===== src/acsp_pkg.sv =====
package acsp_pkg;

  localparam int unsigned SAMPLE_RATE_DEF = 1;
  localparam int unsigned QUEUE_DEPTH_DEF = 4;
  localparam int unsigned OFFSET_W = 24;
  localparam int unsigned COUNT_W = 24;

  localparam logic [1:0] KIND_SAMPLE = 2'd0;
  localparam logic [1:0] KIND_SUMMARY = 2'd1;
  localparam logic [1:0] KIND_ERROR = 2'd2;

  localparam logic [1:0] ERR_NO_DELIM = 2'd0;
  localparam logic [1:0] ERR_NO_DIGITS = 2'd1;
  localparam logic [1:0] ERR_ZERO_PERIOD = 2'd2;

  localparam logic [1:0] REG_DELIM = 2'd0;
  localparam logic [1:0] REG_PERIOD = 2'd1;
  localparam logic [1:0] REG_OFFSET = 2'd2;

  localparam logic [7:0] CHAR_NL = 8'd10;
  localparam logic [7:0] CHAR_ZERO = 8'd48;
  localparam logic [7:0] CHAR_NINE = 8'd57;
  localparam logic [7:0] CHAR_PLUS = 8'd43;
  localparam logic [7:0] CHAR_MINUS = 8'd45;
  localparam logic [7:0] CHAR_SPACE = 8'd32;
  localparam logic [7:0] CHAR_TAB = 8'd9;
  localparam logic [7:0] CHAR_CR = 8'd13;

  localparam logic [16:0] MAG_MAX = 17'd32768;

  typedef enum logic [2:0] {
    PH_START,
    PH_DIV,
    PH_HEADER,
    PH_SKIP,
    PH_STAMP,
    PH_FIELD,
    PH_HALT
  } acsp_phase_e;

  typedef struct packed {
    logic [1:0]         kind;
    logic signed [15:0] x;
    logic signed [15:0] y;
    logic signed [15:0] z;
    logic [1:0]         code;
    logic [COUNT_W-1:0] lines;
    logic               last;
  } acsp_result_t;

  typedef struct packed {
    logic         push;
    acsp_result_t res;
  } acsp_push_t;

endpackage


===== src/acsp_ifs.sv =====
interface acsp_in_if;
  logic       valid;
  logic       ready;
  logic [7:0] text_byte;
  logic       end_of_file;
  modport source (output valid, text_byte, end_of_file, input ready);
  modport sink (input valid, text_byte, end_of_file, output ready);
endinterface

interface acsp_out_if;
  logic               valid;
  logic               ready;
  logic [1:0]         result_kind;
  logic signed [15:0] accel_x;
  logic signed [15:0] accel_y;
  logic signed [15:0] accel_z;
  logic [1:0]         error_code;
  logic [23:0]        lines_parsed;
  logic               last_of_run;
  modport source (output valid, result_kind, accel_x, accel_y, accel_z, error_code,
                  lines_parsed, last_of_run, input ready);
  modport sink (input valid, result_kind, accel_x, accel_y, accel_z, error_code,
                lines_parsed, last_of_run, output ready);
endinterface

interface acsp_cfg_if;
  logic        valid;
  logic        ready;
  logic [1:0]  index;
  logic [23:0] data;
  modport source (output valid, index, data, input ready);
  modport sink (input valid, index, data, output ready);
endinterface


===== src/accel_csv_sample_parser_core.sv =====
// Accelerometer CSV sample parser.
// in_if carries one file byte per request with an end-of-file flag; out_if
// returns results (sample, end-of-file summary, error); cfg_if writes the
// delimiter, period and start offset registers, always ready.
// When the period is nonzero, the first byte of a file is held while a
// bit-serial divider computes the skip line count, then it is processed.
// Every other byte is handled as it is taken. A byte that gives both a
// result and a summary pushes the result and holds the summary in a pending
// register, taking no new byte until it is pushed. Results show on out_if
// from the head of a QUEUE_DEPTH entry queue; bytes keep being taken while it
// has room, so a stalled receiver only stops input once the queue fills.
// Reset clears parser state and the queue and sets delimiter to ',',
// period to 1 and offset to 0.
module accel_csv_sample_parser_core import acsp_pkg::*; #(
  parameter int unsigned SAMPLE_RATE = SAMPLE_RATE_DEF,
  parameter int unsigned QUEUE_DEPTH = QUEUE_DEPTH_DEF
) (
  input  logic        clk_i,
  input  logic        rst_ni,
  acsp_in_if.sink     in_if,
  acsp_out_if.source  out_if,
  acsp_cfg_if.sink    cfg_if
);

  logic [7:0]          delim_q, period_q;
  logic [OFFSET_W-1:0] offset_q;
  logic                full;
  acsp_push_t          push;
  acsp_result_t        res;

  assign cfg_if.ready = 1'b1;

  always_ff @(posedge clk_i or negedge rst_ni) begin
    if (!rst_ni) begin
      delim_q  <= 8'd44;
      period_q <= 8'd1;
      offset_q <= '0;
    end else if (cfg_if.valid) begin
      case (cfg_if.index)
        REG_DELIM:  delim_q  <= cfg_if.data[7:0];
        REG_PERIOD: period_q <= cfg_if.data[7:0];
        REG_OFFSET: offset_q <= cfg_if.data;
        default: ;
      endcase
    end
  end

  acsp_front #(.SAMPLE_RATE(SAMPLE_RATE)) u_front (
    .clk_i         (clk_i),
    .rst_ni        (rst_ni),
    .in_valid_i    (in_if.valid),
    .in_ready_o    (in_if.ready),
    .text_byte_i   (in_if.text_byte),
    .end_of_file_i (in_if.end_of_file),
    .delim_i       (delim_q),
    .period_i      (period_q),
    .offset_i      (offset_q),
    .full_i        (full),
    .push_o        (push)
  );

  acsp_back #(.DEPTH(QUEUE_DEPTH)) u_back (
    .clk_i   (clk_i),
    .rst_ni  (rst_ni),
    .push_i  (push),
    .full_o  (full),
    .valid_o (out_if.valid),
    .ready_i (out_if.ready),
    .res_o   (res)
  );

  assign out_if.result_kind  = res.kind;
  assign out_if.accel_x      = res.x;
  assign out_if.accel_y      = res.y;
  assign out_if.accel_z      = res.z;
  assign out_if.error_code   = res.code;
  assign out_if.lines_parsed = res.lines;
  assign out_if.last_of_run  = res.last;

endmodule


===== src/acsp_div.sv =====
module acsp_div #(
  parameter int unsigned DW = 25
) (
  input  logic          clk_i,
  input  logic          rst_ni,
  input  logic          start_i,
  input  logic [DW-1:0] dividend_i,
  input  logic [7:0]    divisor_i,
  output logic          busy_o,
  output logic [DW-1:0] quot_o
);

  localparam int unsigned CW = $clog2(DW + 1);

  logic          busy_q, busy_d;
  logic [CW-1:0] cnt_q, cnt_d;
  logic [DW-1:0] sh_q, sh_d;
  logic [7:0]    rem_q, rem_d;
  logic [7:0]    dvs_q, dvs_d;
  logic [8:0]    trial;

  always_comb begin
    busy_d = busy_q;
    cnt_d  = cnt_q;
    sh_d   = sh_q;
    rem_d  = rem_q;
    dvs_d  = dvs_q;
    trial  = {rem_q, sh_q[DW-1]};
    if (start_i) begin
      busy_d = 1'b1;
      cnt_d  = CW'(DW);
      sh_d   = dividend_i;
      rem_d  = '0;
      dvs_d  = divisor_i;
    end else if (busy_q) begin
      if (trial >= {1'b0, dvs_q}) begin
        rem_d = 8'(trial - {1'b0, dvs_q});
        sh_d  = {sh_q[DW-2:0], 1'b1};
      end else begin
        rem_d = trial[7:0];
        sh_d  = {sh_q[DW-2:0], 1'b0};
      end
      cnt_d = cnt_q - 1'b1;
      if (cnt_q == CW'(1)) busy_d = 1'b0;
    end
  end

  always_ff @(posedge clk_i or negedge rst_ni) begin
    if (!rst_ni) begin
      busy_q <= 1'b0;
      cnt_q  <= '0;
    end else begin
      busy_q <= busy_d;
      cnt_q  <= cnt_d;
    end
  end

  always_ff @(posedge clk_i) begin
    sh_q  <= sh_d;
    rem_q <= rem_d;
    dvs_q <= dvs_d;
  end

  assign busy_o = busy_q;
  assign quot_o = sh_q;

endmodule


===== src/acsp_front.sv =====
module acsp_front import acsp_pkg::*; #(
  parameter int unsigned SAMPLE_RATE = SAMPLE_RATE_DEF
) (
  input  logic                clk_i,
  input  logic                rst_ni,
  input  logic                in_valid_i,
  output logic                in_ready_o,
  input  logic [7:0]          text_byte_i,
  input  logic                end_of_file_i,
  input  logic [7:0]          delim_i,
  input  logic [7:0]          period_i,
  input  logic [OFFSET_W-1:0] offset_i,
  input  logic                full_i,
  output acsp_push_t          push_o
);

  localparam int unsigned RW = $clog2(SAMPLE_RATE + 1);
  localparam int unsigned DW = OFFSET_W + RW;

  acsp_phase_e        phase_q, phase_d;
  logic [31:0]        skip_q, skip_d;
  logic [1:0]         fn_q, fn_d;
  logic [16:0]        acc_q, acc_d;
  logic               neg_q, neg_d, sgn_q, sgn_d, dig_q, dig_d, cls_q, cls_d;
  logic [15:0]        hx_q, hx_d, hy_q, hy_d;
  logic [COUNT_W-1:0] cnt_q, cnt_d;
  logic [7:0]         hb_q, hb_d;
  logic               he_q, he_d;
  logic               pend_q, pend_d;
  acsp_result_t       pres_q, pres_d;

  logic          div_start, div_busy;
  logic [DW-1:0] div_quot, dividend;
  logic [63:0]   quot64;
  logic [31:0]   div_skip;

  assign dividend = DW'(offset_i) * DW'(SAMPLE_RATE);
  assign quot64   = 64'(div_quot);
  assign div_skip = (|quot64[63:32]) ? 32'hFFFF_FFFF : quot64[31:0];

  acsp_div #(.DW(DW)) u_div (
    .clk_i      (clk_i),
    .rst_ni     (rst_ni),
    .start_i    (div_start),
    .dividend_i (dividend),
    .divisor_i  (period_i),
    .busy_o     (div_busy),
    .quot_o     (div_quot)
  );

  function automatic logic [15:0] num_value(logic [16:0] acc, logic neg);
    logic [15:0] v;
    if (neg) v = (acc >= MAG_MAX) ? 16'h8000 : 16'(17'h10000 - acc);
    else v = (acc > 17'd32767) ? 16'h7FFF : acc[15:0];
    return v;
  endfunction

  acsp_phase_e  p;
  logic [7:0]   b;
  logic         eof, go, do_el, r0_v;
  acsp_result_t r0, summ;
  logic [18:0]  t;

  always_comb begin
    phase_d = phase_q; skip_d = skip_q; fn_d = fn_q; acc_d = acc_q;
    neg_d = neg_q; sgn_d = sgn_q; dig_d = dig_q; cls_d = cls_q;
    hx_d = hx_q; hy_d = hy_q; cnt_d = cnt_q; hb_d = hb_q; he_d = he_q;
    pend_d = pend_q; pres_d = pres_q;
    push_o = '0;
    div_start = 1'b0;
    go = 1'b0; do_el = 1'b0; r0_v = 1'b0; r0 = '0; summ = '0; t = '0;
    p = phase_q;
    b = (phase_q == PH_DIV) ? hb_q : text_byte_i;
    eof = (phase_q == PH_DIV) ? he_q : end_of_file_i;
    in_ready_o = !pend_q && !full_i && (phase_q != PH_DIV);

    if (phase_q == PH_DIV) begin
      if (!div_busy && !full_i) begin
        go = 1'b1; p = PH_HEADER; skip_d = div_skip;
      end
    end else if (in_valid_i && in_ready_o) begin
      if (phase_q == PH_START && period_i != 8'd0) begin
        div_start = 1'b1; phase_d = PH_DIV; hb_d = text_byte_i; he_d = end_of_file_i;
      end else begin
        go = 1'b1;
      end
    end

    if (go) begin
      if (p == PH_START) begin
        r0_v = 1'b1; r0.kind = KIND_ERROR; r0.code = ERR_ZERO_PERIOD; r0.lines = cnt_d;
        p = PH_HALT;
      end
      case (p)
        PH_HEADER: begin
          if (b == CHAR_NL) p = (skip_d != 32'd0) ? PH_SKIP : PH_STAMP;
        end
        PH_SKIP: begin
          if (b == CHAR_NL) begin
            skip_d = skip_d - 32'd1;
            if (skip_d == 32'd0) p = PH_STAMP;
          end
        end
        PH_STAMP: begin
          if (b == CHAR_NL) do_el = 1'b1;
          else if (b == delim_i) begin
            p = PH_FIELD; fn_d = 2'd0;
            acc_d = '0; neg_d = 1'b0; sgn_d = 1'b0; dig_d = 1'b0; cls_d = 1'b0;
          end
        end
        PH_FIELD: begin
          if (b == CHAR_NL) do_el = 1'b1;
          else if (fn_d < 2'd2 && b == delim_i) begin
            if (!dig_d) begin
              r0_v = 1'b1; r0.kind = KIND_ERROR; r0.code = ERR_NO_DIGITS;
              r0.lines = cnt_d; p = PH_HALT;
            end else begin
              if (fn_d == 2'd0) hx_d = num_value(acc_d, neg_d);
              else hy_d = num_value(acc_d, neg_d);
              fn_d = fn_d + 2'd1;
              acc_d = '0; neg_d = 1'b0; sgn_d = 1'b0; dig_d = 1'b0; cls_d = 1'b0;
            end
          end else if (!cls_d) begin
            if (b >= CHAR_ZERO && b <= CHAR_NINE) begin
              t = 19'(acc_d) * 19'd10 + 19'(b - CHAR_ZERO);
              acc_d = (t > 19'(MAG_MAX)) ? MAG_MAX : t[16:0];
              dig_d = 1'b1;
            end else if (!dig_d && !sgn_d && (b == CHAR_SPACE ||
                         b inside {[CHAR_TAB:CHAR_CR]})) begin
              acc_d = acc_d;
            end else if (!dig_d && !sgn_d && (b == CHAR_PLUS || b == CHAR_MINUS)) begin
              sgn_d = 1'b1; neg_d = (b == CHAR_MINUS);
            end else begin
              cls_d = 1'b1;
            end
          end
        end
        default: ;
      endcase

      if (do_el || (eof && b != CHAR_NL)) begin
        if (p == PH_STAMP || (p == PH_FIELD && fn_d < 2'd2)) begin
          r0_v = 1'b1; r0.kind = KIND_ERROR; r0.code = ERR_NO_DELIM;
          r0.lines = cnt_d; p = PH_HALT;
        end else if (p == PH_FIELD && !dig_d) begin
          r0_v = 1'b1; r0.kind = KIND_ERROR; r0.code = ERR_NO_DIGITS;
          r0.lines = cnt_d; p = PH_HALT;
        end else if (p == PH_FIELD) begin
          if (cnt_d != '1) cnt_d = cnt_d + 1'b1;
          r0_v = 1'b1; r0.kind = KIND_SAMPLE; r0.lines = cnt_d;
          r0.x = hx_d; r0.y = hy_d; r0.z = num_value(acc_d, neg_d);
          p = PH_STAMP; fn_d = 2'd0;
          acc_d = '0; neg_d = 1'b0; sgn_d = 1'b0; dig_d = 1'b0; cls_d = 1'b0;
        end
      end

      phase_d = p;
      if (eof) begin
        summ.kind = KIND_SUMMARY; summ.lines = cnt_d; summ.last = 1'b1;
        if (r0_v) begin
          push_o.push = 1'b1; push_o.res = r0;
          pend_d = 1'b1; pres_d = summ;
        end else begin
          push_o.push = 1'b1; push_o.res = summ;
        end
        phase_d = PH_START; skip_d = '0; fn_d = '0;
        acc_d = '0; neg_d = 1'b0; sgn_d = 1'b0; dig_d = 1'b0; cls_d = 1'b0;
        hx_d = '0; hy_d = '0; cnt_d = '0;
      end else if (r0_v) begin
        r0.last = 1'b1;
        push_o.push = 1'b1; push_o.res = r0;
      end
    end

    if (pend_q && !full_i) begin
      push_o.push = 1'b1; push_o.res = pres_q; pend_d = 1'b0;
    end
  end

  always_ff @(posedge clk_i or negedge rst_ni) begin
    if (!rst_ni) begin
      phase_q <= PH_START; skip_q <= '0; fn_q <= '0; acc_q <= '0;
      neg_q <= 1'b0; sgn_q <= 1'b0; dig_q <= 1'b0; cls_q <= 1'b0;
      hx_q <= '0; hy_q <= '0; cnt_q <= '0; pend_q <= 1'b0;
    end else begin
      phase_q <= phase_d; skip_q <= skip_d; fn_q <= fn_d; acc_q <= acc_d;
      neg_q <= neg_d; sgn_q <= sgn_d; dig_q <= dig_d; cls_q <= cls_d;
      hx_q <= hx_d; hy_q <= hy_d; cnt_q <= cnt_d; pend_q <= pend_d;
    end
  end

  always_ff @(posedge clk_i) begin
    hb_q <= hb_d; he_q <= he_d; pres_q <= pres_d;
  end

endmodule


===== src/acsp_back.sv =====
module acsp_back import acsp_pkg::*; #(
  parameter int unsigned DEPTH = QUEUE_DEPTH_DEF
) (
  input  logic         clk_i,
  input  logic         rst_ni,
  input  acsp_push_t   push_i,
  output logic         full_o,
  output logic         valid_o,
  input  logic         ready_i,
  output acsp_result_t res_o
);

  localparam int unsigned AW = (DEPTH > 1) ? $clog2(DEPTH) : 1;
  localparam int unsigned CW = $clog2(DEPTH + 1);

  acsp_result_t  mem_q [DEPTH];
  logic [AW-1:0] wp_q, wp_d, rp_q, rp_d;
  logic [CW-1:0] cnt_q, cnt_d;
  logic          pop;

  assign full_o  = (cnt_q == CW'(DEPTH));
  assign valid_o = (cnt_q != '0);
  assign pop     = valid_o && ready_i;
  assign res_o   = mem_q[rp_q];

  always_comb begin
    wp_d  = wp_q;
    rp_d  = rp_q;
    cnt_d = cnt_q;
    if (push_i.push) wp_d = (wp_q == AW'(DEPTH - 1)) ? '0 : wp_q + 1'b1;
    if (pop) rp_d = (rp_q == AW'(DEPTH - 1)) ? '0 : rp_q + 1'b1;
    if (push_i.push && !pop) cnt_d = cnt_q + 1'b1;
    else if (!push_i.push && pop) cnt_d = cnt_q - 1'b1;
  end

  always_ff @(posedge clk_i or negedge rst_ni) begin
    if (!rst_ni) begin
      wp_q <= '0; rp_q <= '0; cnt_q <= '0;
    end else begin
      wp_q <= wp_d; rp_q <= rp_d; cnt_q <= cnt_d;
    end
  end

  always_ff @(posedge clk_i) begin
    if (push_i.push) mem_q[wp_q] <= push_i.res;
  end

endmodule


===== src/flat_wrapper.sv =====
// flat-port wrapper written by rule: the top's interface ports become plain ports
module accel_csv_sample_parser_core_flat import acsp_pkg::*;
#(
  parameter int unsigned SAMPLE_RATE = SAMPLE_RATE_DEF,
  parameter int unsigned QUEUE_DEPTH = QUEUE_DEPTH_DEF
)
  (clk_i, rst_ni, in_if_valid, in_if_text_byte, in_if_end_of_file, in_if_ready, out_if_valid, out_if_result_kind, out_if_accel_x, out_if_accel_y, out_if_accel_z, out_if_error_code, out_if_lines_parsed, out_if_last_of_run, out_if_ready, cfg_if_valid, cfg_if_index, cfg_if_data, cfg_if_ready);
  acsp_in_if in_if_i ();
  acsp_out_if out_if_i ();
  acsp_cfg_if cfg_if_i ();
  input  logic clk_i;
  input  logic rst_ni;
  input wire logic [$bits(in_if_i.valid)-1:0] in_if_valid;
  input wire logic [$bits(in_if_i.text_byte)-1:0] in_if_text_byte;
  input wire logic [$bits(in_if_i.end_of_file)-1:0] in_if_end_of_file;
  output wire logic [$bits(in_if_i.ready)-1:0] in_if_ready;
  output wire logic [$bits(out_if_i.valid)-1:0] out_if_valid;
  output wire logic [$bits(out_if_i.result_kind)-1:0] out_if_result_kind;
  output wire logic [$bits(out_if_i.accel_x)-1:0] out_if_accel_x;
  output wire logic [$bits(out_if_i.accel_y)-1:0] out_if_accel_y;
  output wire logic [$bits(out_if_i.accel_z)-1:0] out_if_accel_z;
  output wire logic [$bits(out_if_i.error_code)-1:0] out_if_error_code;
  output wire logic [$bits(out_if_i.lines_parsed)-1:0] out_if_lines_parsed;
  output wire logic [$bits(out_if_i.last_of_run)-1:0] out_if_last_of_run;
  input wire logic [$bits(out_if_i.ready)-1:0] out_if_ready;
  input wire logic [$bits(cfg_if_i.valid)-1:0] cfg_if_valid;
  input wire logic [$bits(cfg_if_i.index)-1:0] cfg_if_index;
  input wire logic [$bits(cfg_if_i.data)-1:0] cfg_if_data;
  output wire logic [$bits(cfg_if_i.ready)-1:0] cfg_if_ready;
  assign in_if_i.valid = in_if_valid;
  assign in_if_i.text_byte = in_if_text_byte;
  assign in_if_i.end_of_file = in_if_end_of_file;
  assign in_if_ready = in_if_i.ready;
  assign out_if_valid = out_if_i.valid;
  assign out_if_result_kind = out_if_i.result_kind;
  assign out_if_accel_x = out_if_i.accel_x;
  assign out_if_accel_y = out_if_i.accel_y;
  assign out_if_accel_z = out_if_i.accel_z;
  assign out_if_error_code = out_if_i.error_code;
  assign out_if_lines_parsed = out_if_i.lines_parsed;
  assign out_if_last_of_run = out_if_i.last_of_run;
  assign out_if_i.ready = out_if_ready;
  assign cfg_if_i.valid = cfg_if_valid;
  assign cfg_if_i.index = cfg_if_index;
  assign cfg_if_i.data = cfg_if_data;
  assign cfg_if_ready = cfg_if_i.ready;
  accel_csv_sample_parser_core #(.SAMPLE_RATE(SAMPLE_RATE), .QUEUE_DEPTH(QUEUE_DEPTH)) u_core (.clk_i(clk_i), .rst_ni(rst_ni), .in_if(in_if_i), .out_if(out_if_i), .cfg_if(cfg_if_i));
endmodule

===== config.mk =====
export PLATFORM = sky130hd
export DESIGN_NAME = accel_csv_sample_parser_core_flat
export DESIGN_NICKNAME = d
export VERILOG_FILES = /design/src/acsp_pkg.sv /design/src/acsp_ifs.sv /design/src/accel_csv_sample_parser_core.sv /design/src/acsp_div.sv /design/src/acsp_front.sv /design/src/acsp_back.sv /design/src/flat_wrapper.sv
export SDC_FILE = /design/constraint.sdc
export NUM_CORES = 1
export LEC_CHECK = 0
export ABC_AREA = 1
export BUFFER_PORTS_ARGS = -buffer_cell sky130_fd_sc_hd__buf_2
export CAP_MARGIN = 30
export CELL_PAD_IN_SITES_DETAIL_PLACEMENT = 0
export CELL_PAD_IN_SITES_GLOBAL_PLACEMENT = 1
export CORE_UTILIZATION = 43
export DETAILED_ROUTE_END_ITERATION = 8
export PLACE_DENSITY_LB_ADDON = 0.1
export SETUP_SLACK_MARGIN = 0.5
export SYNTH_ARGS = -nofsm -noshare
export SYNTH_HDL_FRONTEND = slang
export SYNTH_HIERARCHICAL = 1
export SYNTH_SLANG_ARGS = --single-unit

===== constraint.sdc =====
create_clock -name clk_i -period 6.05 [get_ports clk_i]
set_input_delay 0 -clock clk_i [delete_from_list [all_inputs] [get_ports clk_i]]
set_output_delay 0 -clock clk_i [all_outputs]
set_load 0.005 [all_outputs]

==> results_dict.tcl, run 1 <==
set metrics [dict create \
    drt_iter0_drc 1837 \
    ys_ff_latch 550 \
    syn_area_sq_um 32300 \
    tcrit_tclk_final 0.898 \
    syn_inst 4010 \
    total_vias_in_the_final_route 26900 \
    clock_path_buffers 3 \
    layout.cells.most_common "sky130_fd_sc_hd__nand2_1" \
    clock_skew_ns 0.0605 \
    dr.pass1.iters 6 \
    synth_area_per_cell_sq_um 8.06 \
    multiInputGateArea_sq_um 14200 \
    grt_start_max_net_pins 153 \
    clock_tree.root_cell "sky130_fd_sc_hd__clkbuf_16" \
    setup_viol_count_final 0 \
    buffer_ports.inserted 118 \
    cts-htree-levels 2 \
    timing.critical_path.to_type "register" \
    cp_slowest_stage_delay_ns 0.42 \
    crit_path_end "u_core/u_back/mem_q[2][29]" \
    grt_pass1_vias 25900 \
    design.die.area_sq_um 76300 \
    yosys.area.top_type "sky130_fd_sc_hd__edfxtp_1" \
    place_inst 4992 \
    postLayoutSetupSlackWorst_ns 0.615 \
    detailedPlacementHpwl_microns 60900 \
    drt_drc_violations_left 0 \
    cts_inserted_buffers 60 \
    layout-drive-gt1-share 0.127 \
    grt_usage 0.236 \
    final.setup.tns_ns 0 \
    worst-endpoint-arrival_ns 5.86 \
    crit_path_start "u_core/u_front/acc_q[2]" \
    r2r.worst_path.cells 43 \
    ys.warnings.count 6 \
    period_needed_ns 5.43 \
    postSynth.asyncResetShare 0.305 \
    ys_top_cells_by_area "sky130_fd_sc_hd__edfxtp_1, sky130_fd_sc_hd__nand2_1, sky130_fd_sc_hd__dfrtp_1" \
    start_kind "register" \
    total_detailed_routing_wirelength_microns 92100 \
    layout.cells.non_filler 5194 \
    critical_path.reg2reg.startpoint "u_core/u_front/acc_q[2]" \
    timing.max_cap.violations 0 \
    timing.reg2reg.setup_slack_ns 0.62 \
    grt_pass1_wl_microns 144000 \
    synth.distinct_cells 62 \
    die_height_microns 276 \
    power-per-cell-area_nw_per_um2 547 \
    viasPerCell 5.18 \
    slew_margin_rel 0.289 \
    rsz_0062_raised_after_global_routing "yes" \
    core_region_area_sq_um 74400 \
    areaGrowthSynthToFinish_pct 15.2 \
    worst_slew_pin_slew_ns 1.06 \
    tritoncts_num_sinks 550 \
    post_drt_antenna_nets 0 \
    crit_type "reg2reg" \
    clock_tree_from_tritoncts "built" \
    final-hold-violation-count 0 \
    p_leak_nw 17.1 \
    fillers 7262 \
    synth_fp_nets 4132 \
    drv_slew 0 \
    die_w_microns 276 \
    critical_path.most_common_cell "sky130_fd_sc_hd__nand2_1" \
    cpMaxStageDelayCell "sky130_fd_sc_hd__dfrtp_1" \
    outcome "completed" \
    finalWeightedCongestion 0.885 \
    synth-edff-count 374 \
    postSynth.topFlopCell "sky130_fd_sc_hd__edfxtp_1" \
    critPathRequiredTime_ns 6.47 \
    max-vdd-ir-drop_mv 0.308 \
    floorplan.rows 100 \
    synth.yosys.seq_area_share 0.482 \
    leading_cell_types_in_the_layout_fill_and_taps_excluded "sky130_fd_sc_hd__nand2_1, sky130_fd_sc_hd__inv_1, sky130_fd_sc_hd__edfxtp_1" \
    io-pin-count 120 \
    post-synth-top-area-fraction 0.347 \
    clock_insertion_delay_worst_skew_ns 0.65 \
    hold_path_class "in2reg" \
    grt.overflow.total 0 \
    nets 4295 \
    worstReg2RegEnd "u_core/u_back/mem_q[2][29]" \
    floorplan.initialDensity 0.434 \
    fmax_mhz 184 \
    critical_path_peak_fanout 5 \
    post-place-ws_ns 0.0468 \
    wl_per_cell_microns 17.7 \
    sequential_cell_area_sq_um 15600 \
    final.hold.worst_slack_ns 0.0575 \
    grt_antenna_before_repair 1 \
    cts.reportedPaths.clkPinSlew_ns 0.07 \
]
[Yosys cell counts (3+ instances only)]
cell                       number
sky130_fd_sc_hd__nand2_1     1326
sky130_fd_sc_hd__inv_1        506
sky130_fd_sc_hd__edfxtp_1     374
sky130_fd_sc_hd__nand3_1      252
sky130_fd_sc_hd__nor2_1       234
sky130_fd_sc_hd__o21ai_0      194
sky130_fd_sc_hd__o211ai_1     165
sky130_fd_sc_hd__dfrtp_1      164
sky130_fd_sc_hd__nand4_1       81
sky130_fd_sc_hd__a21oi_1       79
sky130_fd_sc_hd__ha_1          78
sky130_fd_sc_hd__buf_2         65
sky130_fd_sc_hd__clkbuf_1      65
sky130_fd_sc_hd__o21ai_1       44
sky130_fd_sc_hd__nand2_2       40
sky130_fd_sc_hd__o22ai_1       35
sky130_fd_sc_hd__xor2_1        33
sky130_fd_sc_hd__nor2_2        29
sky130_fd_sc_hd__buf_4         25
sky130_fd_sc_hd__inv_2         24
sky130_fd_sc_hd__a31oi_1       17
sky130_fd_sc_hd__xnor2_1       17
sky130_fd_sc_hd__nor3_1        16
sky130_fd_sc_hd__buf_6         15
sky130_fd_sc_hd__nand3b_1      15
sky130_fd_sc_hd__nor2_4        12
sky130_fd_sc_hd__nand2_4       10
sky130_fd_sc_hd__o21bai_1      10
sky130_fd_sc_hd__dfxtp_1        8
sky130_fd_sc_hd__clkinv_1       6
sky130_fd_sc_hd__nor4_1         6
sky130_fd_sc_hd__a21o_1         5
sky130_fd_sc_hd__a211oi_1       4
sky130_fd_sc_hd__buf_1          4
sky130_fd_sc_hd__dfstp_2        4
sky130_fd_sc_hd__fa_1           4
sky130_fd_sc_hd__nor2_8         4
sky130_fd_sc_hd__or2_2          4
sky130_fd_sc_hd__nand3_2        3
sky130_fd_sc_hd__o31ai_1        3
[report_power, final]
group          switching (W)  internal (W)  total [W]
combinational        0.00723       0.00355     0.0108
sequential          0.000601       0.00529    0.00589
clock                0.00152       0.00220    0.00372
total                0.00935        0.0110     0.0204
[timing repair]
item | 4_1_cts | 5_1_grt
hold buffers | 62 | 0
setup buffers | 3 | 16
pin swaps | 7 | 39
endpoints found under the setup margin | 64 | 364
gates resized for setup | 29 | 88
hold endpoints to repair | 115 | 0
gates cloned | 0 | 6
[critical path, delay by kind of cell (launching register included)]
family	cells	cell delay, ns
simple gates	26	2.37
compound gates	10	1.25
fa+ha+maj	3	0.69
buf+inv	3	0.42
flops	1	0.42
xor+xnor	1	0.09
[registers in the layout, indices dropped and copies added, names as in the netlist, 17 cells and up]
name,count
u_core/offset_q,24
u_core/u_front/u_div/quot_o,25
u_core/u_front/skip_q,32
u_core/u_front/acc_q,17
u_core/u_back/mem_q,308
u_core/u_front/pres_q,24
u_core/u_front/cnt_q,24
[through the flow]
| stage | cell area [sq um] | total power [W] | util |
|---|---|---|---|
| detailed placement | 33800 | 0.0161 | 0.454 |
| finish | 37300 | 0.0204 | 0.501 |
| floorplan | 32400 | 0.0130 | - |
| global route | 37300 | 0.0221 | 0.501 |
| global placement | 33800 | 0.0161 | 0.454 |
| CTS | 36600 | 0.0201 | 0.492 |
[routing by layer]
| metal | track usage | part of all wire |
|---|---|---|
| met2 | 0.408 | 0.49 |
| met4 | 0.0562 | 0.021 |
| met5 | 0 | 0 |
| met3 | 0.0226 | 0.038 |
| met1 | 0.319 | 0.45 |
[cell type report]
cell class	count	share of cell area
Timing Repair Buffer	274	0.0586
Sequential cell	550	0.419
Inverter	537	0.0547
Antenna cell	1	0.0000672
Clock inverter	24	0.00960
Multi-Input combinational cell	2750	0.381
Clock buffer	89	0.0446
Tap cell	969	0.0325
[worst min-delay path by stage]
stage,from,end,cells after the start
2_1_floorplan,rst_ni,u_core/delim_q[0],0
4_1_cts,cfg_if_valid,u_core/delim_q[2],3
3_3_place_gp,rst_ni,u_core/u_front/cnt_q[17],1
5_1_grt,cfg_if_valid,u_core/period_q[5],3
6_report,cfg_if_valid,u_core/delim_q[2],3
3_5_place_dp,rst_ni,u_core/u_front/cnt_q[17],1
[cell families after synthesis]
group           after synthesis  share of synthesized area
simple gates               2044                      0.272
buf+inv                     711                     0.0915
compound gates              571                      0.107
flops                       550                      0.482
fa+ha+maj                    82                     0.0327
xor+xnor                     50                     0.0135
other cells                   2                   0.000232
Power figures use the tool's default switching activity.
==> run 2, diff against run 1 <==
--- a/config.mk
+++ b/config.mk
@@ -7,14 +7,14 @@
 export LEC_CHECK = 0
 export ABC_AREA = 1
 export BUFFER_PORTS_ARGS = -buffer_cell sky130_fd_sc_hd__buf_2
-export CAP_MARGIN = 30
+export CAP_MARGIN = 15
 export CELL_PAD_IN_SITES_DETAIL_PLACEMENT = 0
 export CELL_PAD_IN_SITES_GLOBAL_PLACEMENT = 1
 export CORE_UTILIZATION = 43
 export DETAILED_ROUTE_END_ITERATION = 8
 export PLACE_DENSITY_LB_ADDON = 0.1
+export RECOVER_POWER = 100
 export SETUP_SLACK_MARGIN = 0.5
 export SYNTH_ARGS = -nofsm -noshare
 export SYNTH_HDL_FRONTEND = slang
-export SYNTH_HIERARCHICAL = 1
 export SYNTH_SLANG_ARGS = --single-unit
==> run 2 against run 1 <==
The flow now finishes with violations (max-capacitance violations, max-slew violations). Combinational power is essentially flat. Total power down 2.2%. Sequential share of layout area is 1.6 points higher. Clock skew fell by 0.036 ns. Sequential power fell by 3%. Fmax is 2.2% lower. Synthesized area decreased by 6.2%. Critical path depth down 22. Core utilization grew 1.7 points. Largest cell class unchanged. Final cell count fell by 7.1%.
==> results_dict.tcl, run 2 <==
set metrics [dict create \
    power-per-cell-area_nw_per_um2 556 \
    wl_per_cell_microns 18.7 \
    grt_antenna_before_repair 0 \
    floorplan.rows 96 \
    worst_slew_pin_slew_ns 3.79 \
    grt.overflow.total 0 \
    clock_tree.root_cell "sky130_fd_sc_hd__clkbuf_16" \
    layout.cells.non_filler 4827 \
    ys.warnings.count 0 \
    failing_checks "max-capacitance violations, max-slew violations" \
    final.setup.tns_ns 0 \
    final-hold-violation-count 0 \
    cts-htree-levels 2 \
    detailedPlacementHpwl_microns 59700 \
    finalWeightedCongestion 0.887 \
    place_inst 4599 \
    ys_top_cells_by_area "sky130_fd_sc_hd__edfxtp_1, sky130_fd_sc_hd__dfrtp_1, sky130_fd_sc_hd__nand2_1" \
    postLayoutSetupSlackWorst_ns 0.491 \
    buffer_ports.inserted 118 \
    grt_pass1_vias 25000 \
    yosys.area.top_type "sky130_fd_sc_hd__edfxtp_1" \
    crit_type "reg2reg" \
    synth_area_per_cell_sq_um 8.36 \
    core_region_area_sq_um 69200 \
    drt_iter0_drc 1958 \
    postSynth.topFlopCell "sky130_fd_sc_hd__edfxtp_1" \
    post-place-ws_ns -0.131 \
    period_needed_ns 5.56 \
    clock_skew_ns 0.0240 \
    critical_path_peak_fanout 26 \
    synth-edff-count 373 \
    post-synth-top-count-cell "sky130_fd_sc_hd__nand2_1" \
    tritoncts_num_sinks 550 \
    grt_pass1_wl_microns 140000 \
    dr.pass1.iters 5 \
    met2WireLength_microns 41500 \
    cts_inserted_buffers 59 \
    setup_viol_count_final 0 \
    post-synth-top-area-fraction 0.369 \
    cts.reportedPaths.clkPinSlew_ns 0.06 \
    total_detailed_routing_wirelength_microns 90200 \
    clock_tree_from_tritoncts "built" \
    hold_path_class "in2reg" \
    floorplan.initialDensity 0.438 \
    leading_cell_types_in_the_layout_fill_and_taps_excluded "sky130_fd_sc_hd__nand2_1, sky130_fd_sc_hd__o21ai_0, sky130_fd_sc_hd__nor2_1" \
    grt_start_max_net_pins 106 \
    die_w_microns 268 \
    syn_inst 3625 \
    post_drt_antenna_nets 0 \
    slew_margin_rel -1.53 \
    final_util 0.518 \
    ys_ff_latch 550 \
    worst-endpoint-arrival_ns 6.02 \
    synth.distinct_cells 59 \
    buffers_and_inverters_on_the_worst_path 7 \
    die_height_microns 268 \
    dr_wl_met3_microns 4500 \
    start_kind "register" \
    placement.cell_area_sq_um 32200 \
    clock_path_buffers 3 \
    cp_top_family "simple AND/OR/NAND/NOR gates" \
    finalInstanceArea_sq_um 35800 \
    synth_commonest_cells "sky130_fd_sc_hd__nand2_1, sky130_fd_sc_hd__nor2_1, sky130_fd_sc_hd__o21ai_0" \
    critical_path.most_common_cell "sky130_fd_sc_hd__nand2_1" \
    timing.max_cap.violations 8 \
    fmax_mhz 180 \
    max-vdd-ir-drop_mv 0.314 \
    grt_usage 0.248 \
    io-pin-count 120 \
    syn_area_sq_um 30300 \
    layout.cells.most_common "sky130_fd_sc_hd__nand2_1" \
    nets 3969 \
    regMostFlops "u_core.u_back.mem_q" \
    rsz_0062_raised_after_global_routing "yes" \
    layout-drive-gt1-share 0.126 \
    design.die.area_sq_um 71600 \
    critPathRequiredTime_ns 6.51 \
    timing.critical_path.to_type "register" \
    synth_fp_nets 3748 \
    postSynth.asyncResetShare 0.305 \
    tcrit_tclk_final 0.919 \
    cp_slowest_stage_delay_ns 0.49 \
    areaGrowthSynthToFinish_pct 18.2 \
    cp_cell_sequence "inv_1, nand3_4, clkinvlp_2, buf_6, nand2_1, nand2_1, inv_1, nor3_1, nand2_2, buf_4, nand3_1, nand2_1, nand2_1, inv_1, o21ai_2, nand2_1, nor2_4, nand3_1, clkbuf_2, nand3_1, o21ai_0" \
    antenna-diode-count 0 \
    clock_insertion_delay_worst_skew_ns 0.65 \
    uppermost_routed_layer "met4" \
    synth.yosys.seq_area_share 0.514 \
    outcome "finished with violations" \
    wl_met1_microns 42600 \
    p_leak_nw 15.3 \
    largest_register_ffs 308 \
    drv_slew 424 \
    cpMaxStageDelayCell "sky130_fd_sc_hd__nand2_1" \
    total_vias_in_the_final_route 25900 \
    drt_drc_violations_left 0 \
    viasPerCell 5.37 \
]
[run 2: changes by cell type after synthesis, moves of 51 or more]
cell and change:
sky130_fd_sc_hd__o21ai_0 +189, sky130_fd_sc_hd__nor2_1 +180, sky130_fd_sc_hd__nand2_1 -448, sky130_fd_sc_hd__o211ai_1 -148
sky130_fd_sc_hd__clkbuf_1 +55, sky130_fd_sc_hd__o22ai_1 +83, sky130_fd_sc_hd__inv_1 -136, sky130_fd_sc_hd__a21oi_1 +51
[run 2: metal layers]
| layer | track usage | vias up |
|---|---|---|
| li1 | - | 12600 |
| met1 | 0.355 | 12500 |
| met2 | 0.399 | 675 |
| met3 | 0.0294 | 111 |
| met4 | 0.0632 | 0 |
| met5 | 0 | - |
[run 2: final cells by class]
class,instances,area (sq um)
clock buffers,80,1620
flip-flops and latches,550,15600
inverters,396,1500
well taps,931,1160
repair buffers,318,2260
fillers,6582,33400
multi-input cells,2521,13300
clock inverters,31,347
[run 2: report_power, final]
part	leakage [nW]	total, W	switching, W	internal, W
Combinational	8.60	0.0106	0.00718	0.00341
Clock	0.940	0.00365	0.00159	0.00206
Sequential	5.74	0.00571	0.000468	0.00524
[run 2: repair_timing]
action / 4_1_cts / 5_1_grt
gates resized for setup: 49 / 177
pin swaps: 18 / 78
setup endpoints to repair: 187 / 390
hold endpoints to repair: 112 / 0
buffers inserted: 13 / 50
hold buffers: 47 / 0
gates cloned: 1 / 4
[run 2: cells by family (layout without fill, tap and decap cells)]
logic type / count (synthesis) / in the layout / synth area share
and+or+nand+nor: 1651 / 1654 / 0.228
AOI/OAI and AO/OA: 716 / 716 / 0.130
buffers and inverters: 557 / 825 / 0.0727
DFF: 550 / 550 / 0.514
adders and majority gates: 83 / 83 / 0.0352
xor gates and xnor gates: 51 / 51 / 0.0147
muxes: 16 / 16 / 0.00594
other: 1 / 1 / 0.000124
[run 2: path summary, 6_finish.rpt]
| check | start | to | slack [ns] | cells after the start |
|---|---|---|---|---|
| setup reg to reg | u_core.u_front.phase_q[2] | u_core.u_front.acc_q[8] | 0.49 | 21 |
| hold / removal | in_if_end_of_file | u_core.u_front.he_q | 0.11 | 2 |
| setup / recovery | u_core.u_front.phase_q[2] | u_core.u_front.acc_q[8] | 0.49 | 21 |
| min in group asynchronous | rst_ni | u_core.delim_q[2] | 0.87 | 3 |
| max in group asynchronous | rst_ni | u_core.u_front.acc_q[5] | 1.26 | 4 |
| hold reg to reg | u_core.u_front.hy_q[1] | u_core.u_front.hy_q[1] | 0.48 | 2 |
[run 2: metrics by stage]
step                power (W)  hold slack (ns)
detailed placement     0.0153           0.0139
global route           0.0214           0.0975
floorplan              0.0120           -0.296
global placement       0.0152           0.0173
CTS                    0.0193           0.0536
finish                 0.0199            0.111
